$ cat src/rtl/kmpf_pkg.sv
// ---------------------------------------------------------------------------
// kmpf_pkg: shared types and constants of the first-match finder
// Holds the configuration register codes, the state type of the control
// sequencer and the control bundle that drives the matching chain.
// ---------------------------------------------------------------------------
package kmpf_pkg;

    // Pattern storage is fixed by the two 64-bit pattern registers.
    localparam int unsigned PAT_BYTES = 16;
    localparam int unsigned BYTE_W    = 8;
    localparam int unsigned LEN_W     = 5;
    localparam int unsigned INDEX_W   = 16;
    localparam int unsigned CFG_IDX_W = 2;
    localparam int unsigned CFG_DAT_W = 64;

    typedef enum logic [CFG_IDX_W-1:0] {
        REG_PATTERN_LOW    = 2'd0,
        REG_PATTERN_HIGH   = 2'd1,
        REG_PATTERN_LENGTH = 2'd2
    } cfg_reg_t;

    typedef enum logic {
        ST_RUN,
        ST_REPLAY
    } state_t;

    // Shift a byte into the chain, or clear every cell.
    typedef struct packed {
        logic              shift;
        logic              clear;
        logic [BYTE_W-1:0] data;
    } chain_ctrl_t;

endpackage

$ cat src/rtl/kmpf_cell.sv
// ---------------------------------------------------------------------------
// kmpf_cell: one position of the matching chain
// Holds one bit: the pattern prefix ending at this cell is a suffix of the
// text seen so far. It extends its left neighbour's bit by one byte.
// ---------------------------------------------------------------------------
module kmpf_cell (
    input  logic                                clk,
    input  logic                                rst_n,
    input  kmpf_pkg::chain_ctrl_t               ctrl,
    input  logic                                flush,
    input  logic                                prev_match,
    input  logic                                in_use,
    input  logic [kmpf_pkg::BYTE_W-1:0]         pat_byte,
    output logic                                extend,
    output logic                                match
);

    logic match_reg;
    logic match_next;

    assign extend = prev_match & in_use & (pat_byte == ctrl.data);

    always_comb
    begin
        match_next = match_reg;
        if (ctrl.clear | flush)
        begin
            match_next = 1'b0;
        end
        else if (ctrl.shift)
        begin
            match_next = extend;
        end
    end

    always_ff @(posedge clk or negedge rst_n)
    begin
        if (!rst_n)
        begin
            match_reg <= 1'b0;
        end
        else
        begin
            match_reg <= match_next;
        end
    end

    assign match = match_reg;

endmodule

$ cat src/rtl/kmpf_chain.sv
// ---------------------------------------------------------------------------
// kmpf_chain: row of matching cells
// Cell k tracks whether pattern bytes 0..k end the text. Reports a full
// match on the shifted byte and the longest prefix currently held.
// ---------------------------------------------------------------------------
module kmpf_chain #(
    parameter int unsigned NCELL = 16
) (
    input  logic                                        clk,
    input  logic                                        rst_n,
    input  kmpf_pkg::chain_ctrl_t                       ctrl,
    input  logic [kmpf_pkg::LEN_W-1:0]                  pat_len,
    input  logic [NCELL-1:0][kmpf_pkg::BYTE_W-1:0]      pat_bytes,
    output logic                                        hit,
    output logic [kmpf_pkg::LEN_W-1:0]                  prefix_len
);

    logic                  flush;
    logic [NCELL-1:0]      extend;
    logic [NCELL-1:0]      match;

    // A completed match empties the chain, as the search then starts over.
    assign flush = ctrl.shift & hit;

    for (genvar k = 0; k < NCELL; k++)
    begin : g_cell
        logic prev;
        if (k == 0)
        begin : g_first
            assign prev = 1'b1;
        end
        else
        begin : g_rest
            assign prev = match[k-1];
        end

        kmpf_cell u_cell (
            .clk        (clk),
            .rst_n      (rst_n),
            .ctrl       (ctrl),
            .flush      (flush),
            .prev_match (prev),
            .in_use     (kmpf_pkg::LEN_W'(k) < pat_len),
            .pat_byte   (pat_bytes[k]),
            .extend     (extend[k]),
            .match      (match[k])
        );
    end

    always_comb
    begin
        hit        = 1'b0;
        prefix_len = '0;
        for (int unsigned k = 0; k < NCELL; k++)
        begin
            if (kmpf_pkg::LEN_W'(k + 1) == pat_len)
            begin
                hit = extend[k];
            end
            if (match[k])
            begin
                prefix_len = kmpf_pkg::LEN_W'(k + 1);
            end
        end
    end

endmodule

$ cat src/rtl/kmp_first_match_finder.sv
// ---------------------------------------------------------------------------
// kmp_first_match_finder: first occurrence of a byte pattern in a text stream
// Streams text bytes through a chain of compare cells and reports the start
// index of the first match, or a not-found result at the last byte.
// ---------------------------------------------------------------------------
// The block takes one text byte per clock cycle and gives one result per
// text: at the byte that completes the first match (found set, with the
// match's start index), or at the byte marked last when no match was seen.
// Matching is done by a row of cells, one per pattern byte; cell k holds
// whether pattern bytes 0 to k are the most recent text bytes, so every
// partial match is tracked at once and no failure-table walk is needed.
// A result waits in an output register; the next byte is taken while it
// waits as long as the register is free or being emptied in the same cycle.
// Any write to a pattern register rebuilds the cell contents so that the
// search continues from the prefix length matched so far: the chain is
// cleared and then fed the first q pattern bytes, one per cycle, where q is
// that prefix length (zero if it is not below the new length). While the
// replay runs no text byte is taken; configuration writes are still
// accepted and restart the rebuild. An empty pattern matches at index
// zero on the first byte. Once the text runs past MAX_TEXT bytes the
// position saturates and too_long is set in the result.
// ---------------------------------------------------------------------------
module kmp_first_match_finder #(
    parameter int unsigned MAX_PATTERN = 16,
    parameter int unsigned MAX_TEXT    = 65536
) (
    input  logic                                    clk,
    input  logic                                    rst_n,
    // configuration write channel
    input  logic                                    cfg_valid,
    output logic                                    cfg_ready,
    input  logic [kmpf_pkg::CFG_IDX_W-1:0]          cfg_index,
    input  logic [kmpf_pkg::CFG_DAT_W-1:0]          cfg_data,
    // text input channel
    input  logic                                    in_valid,
    output logic                                    in_ready,
    input  logic [kmpf_pkg::BYTE_W-1:0]             text_byte,
    input  logic                                    last_byte,
    // result channel
    output logic                                    out_valid,
    input  logic                                    out_ready,
    output logic                                    found,
    output logic [kmpf_pkg::INDEX_W-1:0]            match_index,
    output logic                                    too_long
);

    // The cell count follows the pattern limit, bounded by register storage.
    localparam int unsigned NCELL =
        (MAX_PATTERN < kmpf_pkg::PAT_BYTES) ? MAX_PATTERN : kmpf_pkg::PAT_BYTES;
    localparam int unsigned POS_W = $clog2(MAX_TEXT) + 1;
    localparam int unsigned SUM_W = (POS_W + 1 > kmpf_pkg::INDEX_W + 1) ?
                                    POS_W + 1 : kmpf_pkg::INDEX_W + 1;
    localparam int unsigned REP_W = $clog2(kmpf_pkg::PAT_BYTES);

    // Configuration registers
    logic [kmpf_pkg::PAT_BYTES-1:0][kmpf_pkg::BYTE_W-1:0] pat_bytes;
    logic [kmpf_pkg::CFG_DAT_W-1:0] pattern_low_reg;
    logic [kmpf_pkg::CFG_DAT_W-1:0] pattern_high_reg;
    logic [kmpf_pkg::LEN_W-1:0]     pattern_length_reg;
    logic                           cfg_write;
    logic                           cfg_hit;
    logic [kmpf_pkg::LEN_W-1:0]     eff_len;

    // Sequencer and search state
    kmpf_pkg::state_t               state_reg;
    kmpf_pkg::state_t               state_next;
    logic [REP_W-1:0]               rep_cnt_reg;
    logic [REP_W-1:0]               rep_cnt_next;
    logic [kmpf_pkg::LEN_W-1:0]     q_reg;
    logic [kmpf_pkg::LEN_W-1:0]     q_eff;
    logic                           chain_live_reg;
    logic [POS_W-1:0]               pos_reg;
    logic                           reported_reg;
    kmpf_pkg::chain_ctrl_t          ctrl;
    logic                           chain_hit;
    logic [kmpf_pkg::LEN_W-1:0]     prefix_len;

    // Result datapath
    logic                           accept;
    logic                           at_limit;
    logic                           hit_now;
    logic                           emit;
    logic [SUM_W-1:0]               pos_inc;
    logic [SUM_W-1:0]               len_ext;
    logic [SUM_W-1:0]               start_full;
    logic [kmpf_pkg::INDEX_W-1:0]   start_idx;
    logic                           out_valid_reg;
    logic                           found_reg;
    logic [kmpf_pkg::INDEX_W-1:0]   match_index_reg;
    logic                           too_long_reg;

    // ------------------------------------------------------------------
    // Configuration port. Writes are always taken; a write to an index
    // beyond the register list changes nothing.
    // ------------------------------------------------------------------
    assign cfg_ready = 1'b1;
    assign cfg_write = cfg_valid & cfg_ready;

    always_comb
    begin
        unique case (kmpf_pkg::cfg_reg_t'(cfg_index))
            kmpf_pkg::REG_PATTERN_LOW,
            kmpf_pkg::REG_PATTERN_HIGH,
            kmpf_pkg::REG_PATTERN_LENGTH: cfg_hit = cfg_write;
            default:                      cfg_hit = 1'b0;
        endcase
    end

    always_ff @(posedge clk or negedge rst_n)
    begin
        if (!rst_n)
        begin
            pattern_low_reg    <= '0;
            pattern_high_reg   <= '0;
            pattern_length_reg <= '0;
        end
        else if (cfg_write)
        begin
            unique case (kmpf_pkg::cfg_reg_t'(cfg_index))
                kmpf_pkg::REG_PATTERN_LOW:    pattern_low_reg    <= cfg_data;
                kmpf_pkg::REG_PATTERN_HIGH:   pattern_high_reg   <= cfg_data;
                kmpf_pkg::REG_PATTERN_LENGTH:
                    pattern_length_reg <= cfg_data[kmpf_pkg::LEN_W-1:0];
                default: ;
            endcase
        end
    end

    assign pat_bytes = {pattern_high_reg, pattern_low_reg};

    // Lengths above the cell count are treated as the cell count.
    assign eff_len = (pattern_length_reg > kmpf_pkg::LEN_W'(NCELL)) ?
                     kmpf_pkg::LEN_W'(NCELL) : pattern_length_reg;

    // A held prefix that is not shorter than the pattern restarts empty.
    assign q_eff = (q_reg >= eff_len) ? '0 : q_reg;

    // ------------------------------------------------------------------
    // Handshake and match decision
    // ------------------------------------------------------------------
    assign in_ready = (state_reg == kmpf_pkg::ST_RUN) & (~out_valid_reg | out_ready);
    assign accept   = in_valid & in_ready;

    assign at_limit = (pos_reg == POS_W'(MAX_TEXT));
    assign hit_now  = ~reported_reg & ((eff_len == '0) | chain_hit);
    assign emit     = accept & ~reported_reg & (hit_now | last_byte);

    // Start index is position + 1 - length, floored at zero and capped at
    // the width of the index field.
    assign pos_inc    = SUM_W'(pos_reg) + SUM_W'(1);
    assign len_ext    = SUM_W'(eff_len);
    assign start_full = (pos_inc >= len_ext) ? (pos_inc - len_ext) : '0;

    always_comb
    begin
        if (eff_len == '0)
        begin
            start_idx = '0;
        end
        else if (start_full > SUM_W'({kmpf_pkg::INDEX_W{1'b1}}))
        begin
            start_idx = {kmpf_pkg::INDEX_W{1'b1}};
        end
        else
        begin
            start_idx = start_full[kmpf_pkg::INDEX_W-1:0];
        end
    end

    // ------------------------------------------------------------------
    // Sequencer: runs text bytes through the chain, or replays the held
    // pattern prefix into it after a configuration write.
    // ------------------------------------------------------------------
    always_comb
    begin
        state_next   = state_reg;
        rep_cnt_next = rep_cnt_reg;
        ctrl         = '0;

        unique case (state_reg)
            kmpf_pkg::ST_RUN:
            begin
                if (accept)
                begin
                    ctrl.shift = ~reported_reg;
                    ctrl.clear = last_byte;
                    ctrl.data  = text_byte;
                end
            end
            kmpf_pkg::ST_REPLAY:
            begin
                if (kmpf_pkg::LEN_W'(rep_cnt_reg) == q_eff)
                begin
                    state_next = kmpf_pkg::ST_RUN;
                end
                else
                begin
                    ctrl.shift   = 1'b1;
                    ctrl.data    = pat_bytes[rep_cnt_reg];
                    rep_cnt_next = rep_cnt_reg + REP_W'(1);
                end
            end
            default:
            begin
                state_next = kmpf_pkg::ST_RUN;
            end
        endcase

        // A pattern write empties the chain and starts the replay afresh.
        if (cfg_hit)
        begin
            state_next   = kmpf_pkg::ST_REPLAY;
            rep_cnt_next = '0;
            ctrl.shift   = 1'b0;
            ctrl.clear   = 1'b1;
        end
    end

    always_ff @(posedge clk or negedge rst_n)
    begin
        if (!rst_n)
        begin
            state_reg   <= kmpf_pkg::ST_RUN;
            rep_cnt_reg <= '0;
        end
        else
        begin
            state_reg   <= state_next;
            rep_cnt_reg <= rep_cnt_next;
        end
    end

    // The cells stand for the matched prefix only once a text byte has gone
    // through them since the last pattern write. Until then a replay may be
    // partial, or may have started empty because the held prefix was too
    // long for the new pattern, and the earlier figure still stands.
    always_ff @(posedge clk or negedge rst_n)
    begin
        if (!rst_n)
        begin
            chain_live_reg <= 1'b1;
        end
        else if (cfg_hit)
        begin
            chain_live_reg <= 1'b0;
        end
        else if (accept)
        begin
            chain_live_reg <= 1'b1;
        end
    end

    always_ff @(posedge clk or negedge rst_n)
    begin
        if (!rst_n)
        begin
            q_reg <= '0;
        end
        else if (cfg_hit && chain_live_reg)
        begin
            q_reg <= prefix_len;
        end
    end

    // ------------------------------------------------------------------
    // Text position and report flag
    // ------------------------------------------------------------------
    always_ff @(posedge clk or negedge rst_n)
    begin
        if (!rst_n)
        begin
            pos_reg      <= '0;
            reported_reg <= 1'b0;
        end
        else if (accept)
        begin
            if (last_byte)
            begin
                pos_reg      <= '0;
                reported_reg <= 1'b0;
            end
            else
            begin
                if (!at_limit)
                begin
                    pos_reg <= pos_reg + POS_W'(1);
                end
                if (hit_now)
                begin
                    reported_reg <= 1'b1;
                end
            end
        end
    end

    kmpf_chain #(
        .NCELL (NCELL)
    ) u_chain (
        .clk        (clk),
        .rst_n      (rst_n),
        .ctrl       (ctrl),
        .pat_len    (eff_len),
        .pat_bytes  (pat_bytes[NCELL-1:0]),
        .hit        (chain_hit),
        .prefix_len (prefix_len)
    );

    // ------------------------------------------------------------------
    // Result register
    // ------------------------------------------------------------------
    always_ff @(posedge clk or negedge rst_n)
    begin
        if (!rst_n)
        begin
            out_valid_reg <= 1'b0;
        end
        else if (emit)
        begin
            out_valid_reg <= 1'b1;
        end
        else if (out_ready)
        begin
            out_valid_reg <= 1'b0;
        end
    end

    always_ff @(posedge clk)
    begin
        if (emit)
        begin
            found_reg       <= hit_now;
            match_index_reg <= hit_now ? start_idx : '0;
            too_long_reg    <= at_limit;
        end
    end

    assign out_valid   = out_valid_reg;
    assign found       = found_reg;
    assign match_index = match_index_reg;
    assign too_long    = too_long_reg;

endmodule
$ cat config.mk
export PLATFORM = sky130hd
export DESIGN_NAME = kmp_first_match_finder
export DESIGN_NICKNAME = d
export VERILOG_FILES = /design/src/rtl/kmpf_pkg.sv /design/src/rtl/kmpf_cell.sv /design/src/rtl/kmpf_chain.sv /design/src/rtl/kmp_first_match_finder.sv
export SDC_FILE = /design/constraint.sdc
export NUM_CORES = 1
export LEC_CHECK = 0
export ABC_CLOCK_PERIOD_IN_PS = 5600
export BUFFER_PORTS_ARGS = -buffer_cell sky130_fd_sc_hd__buf_4
export CORE_MARGIN = 1
export CORE_UTILIZATION = 25
export CTS_CLUSTER_DIAMETER = 40
export CTS_CLUSTER_SIZE = 8
export DETAILED_ROUTE_END_ITERATION = 7
export GPL_TIMING_DRIVEN = 0
export SYNTH_ARGS = -nofsm -noshare
export SYNTH_HDL_FRONTEND = slang
export SYNTH_SLANG_ARGS = --single-unit
$ cat constraint.sdc
create_clock -name clk -period 5.6 [get_ports clk]
set_input_delay 0.84 -clock clk [delete_from_list [all_inputs] [get_ports clk]]
set_output_delay 0.84 -clock clk [all_outputs]
set_load 0.03 [all_outputs]
Word-level counts from Yosys, hierarchy flattened
Cells that the tools add are included.
Word-level totals
  output and inout bits: 21
  bits of input ports: 80
  register bits after elaboration: 197
Cells by class
  magnitude comparators: 21
  reduce and logical (&&, ||, !) cells: 16
  bitwise operators: 45
  add/subtract/negate cells: 4
  mux-type cells: 91
  equal/unequal tests: 38
Operators with widths (count)
  8-bit equality test: 16
  1-bit two-way mux: 60
  4-bit two-way mux: 11
  4-bit by 5-bit equality test with 1-bit output, first input constant: 8
  4-bit by 5-bit less-than comparator with 1-bit output, first input constant: 8
  1-bit AND: 37
  17-bit two-way mux: 2
  8-bit binary-select mux with 4-bit select: 1
  3-bit by 5-bit equality test with 1-bit output, first input constant: 4
  3-bit by 5-bit less-than comparator with 1-bit output, first input constant: 4
  17-bit by 1-bit adder with 18-bit output, second input constant: 1
  18-bit by 5-bit >= comparator with 1-bit output: 1
  18-bit by 16-bit > comparator with 1-bit output, second input constant: 1
  18-bit two-way mux: 1
  18-bit by 5-bit subtractor with 18-bit output: 1
  17-bit by 1-bit adder with 17-bit output, second input constant: 1
  17-bit equality test, second input constant: 1
  16-bit two-way mux: 1
  8-bit two-way mux: 2
  8-bit one-hot mux with 2 select lines: 1
  5-bit two-way mux: 3
  3-bit two-way mux: 4
  2-bit AND reduction: 6
  2-bit by 5-bit equality test with 1-bit output, first input constant: 2
  23 further kinds: 38

Depth between registers and ports, before layout
  depth after elaboration: 30
  gate-level depth with buffers: 19
  depth with buffers taken out: 16

Modules after synthesis
Synthesis repeated with hierarchy kept, for this count alone.
Unflattened totals
  cell total of the unflattened synthesis: 1157
  area total of the unflattened synthesis: 12361.9 µm²
Modules (own cells, without submodules)
  kmp_first_match_finder: sequential area each 4620.7 µm², area an instance 9559.2 µm², instances 1, cells an instance 804
  kmpf_cell: sequential area each 25.0 µm², area an instance 142.6 µm², instances 16, cells an instance 17
  kmpf_chain: sequential area each 0.0 µm², area an instance 520.5 µm², instances 1, cells an instance 81

Least setup slack after synthesis
Ideal clock, no wire load.
  path kind: register to register
  start: register pattern_length_reg[3] in the netlist's numbering
  end: register found_reg, in the netlist found, enable pin
  setup time: 0.395 ns
  data arrival time: 4.660 ns
  slack: 0.545 ns
  cell stages (with the launch flop): 16
  period minus slack after synthesis: 5.055 ns
  path buffers: 1
  data required time: 5.205 ns
  path through: dfrtp_1 clkbuf_1 nand2_1 ha_1 and2_1 or4_1 o211ai_1 nor2_1 a21oi_1 nor2_1 a2111oi_4 or4b_1 a311oi_1 o22a_2 nor3_1 o21ai_1
Between the ends
  longest elaborated chain between the ends: 29
  elaborated cells between the ends (all ways): 107
  those cells by class: order compare (18); eq/ne (33); mux (20); bitwise (35); reduce/logical (1)
Ends and longest elaborated chain
  start, declared: line kmp_first_match_finder.sv:59  | logic [kmpf_pkg::LEN_W-1:0] pattern_length_reg;
  start signal, assigned: line kmp_first_match_finder.sv:123  | pattern_length_reg <= cfg_data[kmpf_pkg::LEN_W-1:0];
  5-bit > comparator: line kmp_first_match_finder.sv:132  | assign eff_len = (pattern_length_reg > kmpf_pkg::LEN_W'(NCELL)) ?
  5-bit two-way mux *: line kmp_first_match_finder.sv:132
  5-bit >= comparator: line kmp_first_match_finder.sv:136  | assign q_eff = (q_reg >= eff_len) ? '0 : q_reg;
  5-bit two-way mux: line kmp_first_match_finder.sv:136
  4-bit by 5-bit equality test with 1-bit output: line kmp_first_match_finder.sv:192  | if (kmpf_pkg::LEN_W'(rep_cnt_reg) == q_eff)
  8-bit two-way mux: line kmp_first_match_finder.sv:192
  8-bit one-hot mux with 2 select lines: line kmp_first_match_finder.sv:180  | unique case (state_reg)
  8-bit equality test: line kmpf_cell.sv:21  | assign extend = prev_match & in_use & (pat_byte == ctrl.data);
  1-bit AND: line kmpf_cell.sv:21
  1-bit two-way mux (16 in a row): line kmpf_chain.sv:56  | if (kmpf_pkg::LEN_W'(k + 1) == pat_len)
  1-bit OR *: line kmp_first_match_finder.sv:145  | assign hit_now = ~reported_reg & ((eff_len == '0) | chain_hit);
  1-bit AND *: line kmp_first_match_finder.sv:145
  1-bit OR *: line kmp_first_match_finder.sv:146  | assign emit = accept & ~reported_reg & (hit_now | last_byte);
  1-bit AND *: line kmp_first_match_finder.sv:146
  via emit: line kmp_first_match_finder.sv:82  | logic emit;
  end signal, assigned: line kmp_first_match_finder.sv:331  | found_reg <= hit_now;
  end, declared: line kmp_first_match_finder.sv:88  | logic found_reg;
Mark *: on every way through the listed nets, which the timed path passes. The rest lies on a longest branch.
A chain may end at the register's enable or synchronous reset.

Final worst setup path
  start: register rep_cnt_reg[0]
  end: register match_index_reg (netlist bit match_index[8]), enable pin
Between the ends
  longest elaborated chain between the ends: 26
  elaborated cells between the ends (all ways): 57
  those cells by class: eq/ne (17); mux (20); bitwise (20)
Ends and longest elaborated chain
  start, declared: line kmp_first_match_finder.sv:67  | logic [REP_W-1:0] rep_cnt_reg;
  start signal, assigned: line kmp_first_match_finder.sv:229  | rep_cnt_reg <= rep_cnt_next;
  8-bit binary-select mux with 4-bit select: line kmp_first_match_finder.sv:199  | ctrl.data = pat_bytes[rep_cnt_reg];
  8-bit two-way mux (implied by the code): line kmp_first_match_finder.sv:199
  8-bit two-way mux *: line kmp_first_match_finder.sv:192
  8-bit one-hot mux with 2 select lines *: line kmp_first_match_finder.sv:180
  8-bit equality test: line kmpf_cell.sv:21
  1-bit AND: line kmpf_cell.sv:21
  1-bit two-way mux (15 in a row): line kmpf_chain.sv:56
  1-bit two-way mux *: line kmpf_chain.sv:56
  1-bit OR *: line kmp_first_match_finder.sv:145
  1-bit AND *: line kmp_first_match_finder.sv:145
  1-bit OR *: line kmp_first_match_finder.sv:146
  1-bit AND *: line kmp_first_match_finder.sv:146
  via emit: line kmp_first_match_finder.sv:82
  end signal, assigned: line kmp_first_match_finder.sv:332  | match_index_reg <= hit_now ? start_idx : '0;
  end, declared: line kmp_first_match_finder.sv:89  | logic [kmpf_pkg::INDEX_W-1:0] match_index_reg;
Mark *: on every way through the listed nets, which the timed path passes. The rest lies on a longest branch. The select of a mux whose other input is x is not followed.

==> metrics.txt <==
post-route setup TNS=0 ns; routed wire length per instance=27.5 um; remaining routing DRC violations=0; final antenna-violating net count=0; DP HPWL=48200 um; slowest stage delay, CP=0.63 ns; Total GRT Usage=22.6%; headroom to the max-slew limit=10.4%; Sequential cell area=0.00502 mm^2; Max Clock Freq=0.179 GHz; standby leakage power=6.21 nW; Max Transition Viols Final=0; CP endpoint kind=flip-flop; end of the worst register-to-register path=match_index[8]; Area Overhead vs Synth=18.4%; kind of path behind the tightest hold check=in2async; status=complete, no violations; met1 layer usage reported by global route=28.3%; Congestion Overflow GR=0; sum of buffers and inverters on the critical path=5; final-layout fill cell count=5603; via count=12700; met3 track demand over resource in global routing=4.86%; Worst Setup Start Kind=flip-flop; die height=234 um; Clock Root Buffer=sky130_fd_sc_hd__clkbuf_16; fraction of registers with async set/reset=between 90 and 100%; fraction of the yosys area taken by sequential cells=37.4%; Gate Count Post-Synth=about 1400; count of clock tree sinks=197; Boundary Pins=~100; post-synthesis net count=1492; global routing met2 resource utilization=36.0%; peak supply drop=240 uV; Yosys cell types=a little over 90; synthesis warning total=0; cell with the biggest individual delay on the critical path=sky130_fd_sc_hd__a32oi_2; initial drt markers=1352; worst setup slack for register-to-register paths=around 0.0030 ns; Cell Area, Synth=~0.013 mm^2; clock-pin transition on the worst setup and hold timing paths=0.08 ns; launching point of the worst reg2reg path=rep_cnt_reg[0]; last weighted congestion value of the routability-driven placer=1.06; largest net degree at the start of global routing=between 90 and 100; Final period util=99.9%; final hold violations=0; Final setup violation count=0; number of standard-cell rows in the floorplan=84; top_reg_cell synth=sky130_fd_sc_hd__dfrtp_1; Crit path top cell by count=sky130_fd_sc_hd__buf_6; wire length after detailed routing=around 61000 um; per-instance average area after synthesis=9.60 um^2; count of cells along the worst register-to-register path=17; crit-path leading delay family=compound AO/OA/AOI/OAI gates; Post-Route Skew=0.0153 ns; maximum capacitance violations=0; shortest clock period the worst path allows after layout=around 5.6 ns; number of antenna violations at the first check in global routing=3; proportion of layout cells with a drive suffix above 1=a little under a quarter; Critical Path RT=5.81 ns; commonest cells after routing, fill and taps aside=sky130_fd_sc_hd__dfrtp_1 (178), sky130_fd_sc_hd__mux2_2 (137), sky130_fd_sc_hd__buf_4 (107); Max Root-Sink Buffers=2; area of the placeable core=0.0528 mm^2; first drt pass iteration count=8; Crit path arrival time=5.80 ns; layer with the highest usage=met2; routed via count divided by cell count=5.72; clock buffer count from CTS=17; clock latency on the worst-skew pair=0.50 ns; number of enable flip-flop cells after synthesis=18; area taken by multi-input logic gates=0.00806 mm^2; floorplan die area=between 0.05 and 0.06 mm^2; unrepaired setup endpoints after global routing=no; initial core utilization=25.4%; final core utilization=30.1%; post-synthesis register bit count=197; Buffers on Ports=98; critical path cell sequence=buf_6 > buf_6 > buf_6 > nor2_2 > a22oi_1 > a32oi_2 > and2_1 > a31oi_4 > buf_4 > xor2_1 > a2111oi_2 > nor4bb_4 > o2bb2ai_1 > o31a_2 > nand2_1 > o21ai_4 > buf_12; largest driver fanout on the critical path=18; number of global-route vias before repair=12400; deepest level of the CTS H-tree=4; Final #Nets=1614; wire length of the first global-routing pass=87400 um; most common library cell in the layout ignoring fill and taps=sky130_fd_sc_hd__dfrtp_1; die boundary width=234 um; slew at the pin closest to its max-slew limit=1.34 ns; count of hold-fix buffers inserted at cts=0; clock tree from TritonCTS=done; Setup CP Type=reg2reg; Power per Cell Area=362 mW/mm^2
timing repair:
| item | CTS | global route |
|---|---|---|
| resized for setup | 28 | 19 |
| endpoints found under the setup margin | 52 | 52 |
| buffers inserted | 1 | 5 |
| pin swaps | 1 | 5 |
| cloned | 0 | 1 |
metrics by stage:
step	total power, mW	hold slack, ns	cell area, um^2	std cells	worst slack, ns
final	5.74	0.314	15900	2222	0.00297
after global routing	5.97	0.356	15900	2221	0.0174
after CTS	5.66	0.329	15800	2217	0.00422
after detailed placement	4.37	0.478	15100	2185	-1.26
after global placement	4.36	0.464	15000	2184	-1.73
after floorplan	3.41	0.449	13400	1398	0.545
report_power, final:
| part | internal [mW] | total [mW] | switching, mW | leakage, nW |
|---|---|---|---|---|
| sequential | 1.68 | 2.04 | 0.364 | 2.38 |
| combinational | 0.923 | 2.48 | 1.56 | 3.56 |
| clock | 0.587 | 1.22 | 0.632 | 0.274 |
kinds of logic (layout without fill, tap and decap cells):
group	count (synthesis)	count (layout)	share of synthesized area, %
adders and majority gates	14	14	1.36
muxes	197	197	16.8
AOI/OAI and AO/OA	327	328	17.3
DFF	197	197	37.4
and+or+nand+nor	455	455	17.3
buffers and inverters	119	253	3.95
other	1	2	0.0279
xor gates and xnor gates	88	88	5.74
how the worst max path moves through the flow:
stage               slack [ns]  cells after the start                   from        endpoint
CTS                      0.004                     17  pattern_length_reg[4]           found
detailed placement       -1.26                     16  pattern_length_reg[3]        too_long
global route              0.02                     20  pattern_length_reg[4]  match_index[9]
global placement         -1.73                     16  pattern_length_reg[3]        too_long
floorplan                 0.55                     15  pattern_length_reg[3]           found
finish                   0.003                     17         rep_cnt_reg[0]  match_index[8]
synthesized netlist by cell type (all sizes together), types with 8 or more instances:
cell / count / area, um^2
nor3: 58 / 335
mux4: 9 / 203
o21ai: 65 / 325
edfxtp: 18 / 541
nand3: 35 / 180
a211oi: 16 / 120
o22ai: 23 / 171
and2: 15 / 93.8
xnor2: 42 / 368
nand2: 101 / 379
clkbuf: 62 / 233
a21oi: 53 / 265
a2111oi: 11 / 115
buf: 25 / 178
mux2: 138 / 1550
nor4: 18 / 113
nand2b: 11 / 71.3
dfrtp: 178 / 4450
and3: 43 / 269
or3: 17 / 106
nor2: 97 / 367
o211ai: 17 / 128
o31ai: 8 / 73.8
a22oi: 23 / 178
nand4: 21 / 131
xor2: 46 / 403
inv: 30 / 113
nor2b: 13 / 81.3
mux2i: 50 / 500
o221ai: 11 / 96.3
a31oi: 20 / 125
ha: 13 / 163
area by class of cell:
class | count | area share, %
clock inverter | 15 | 0.945
inverter | 32 | 0.780
antenna | 1 | 0.0158
sequential | 197 | 31.6
timing repair buffer | 105 | 5.21
multi-input combinational | 1083 | 50.8
buffer | 84 | 2.58
clock buffer | 17 | 2.68
tap | 688 | 5.42
metal layers:
layer  share of wire, %  vias to the layer above
li1                   -                     5498
met1                 41                     6313
met2                 46                      720
met3                8.2                      175
met4                5.3                        2
met5              0.021                        -
Power figures use the tool's default switching activity.
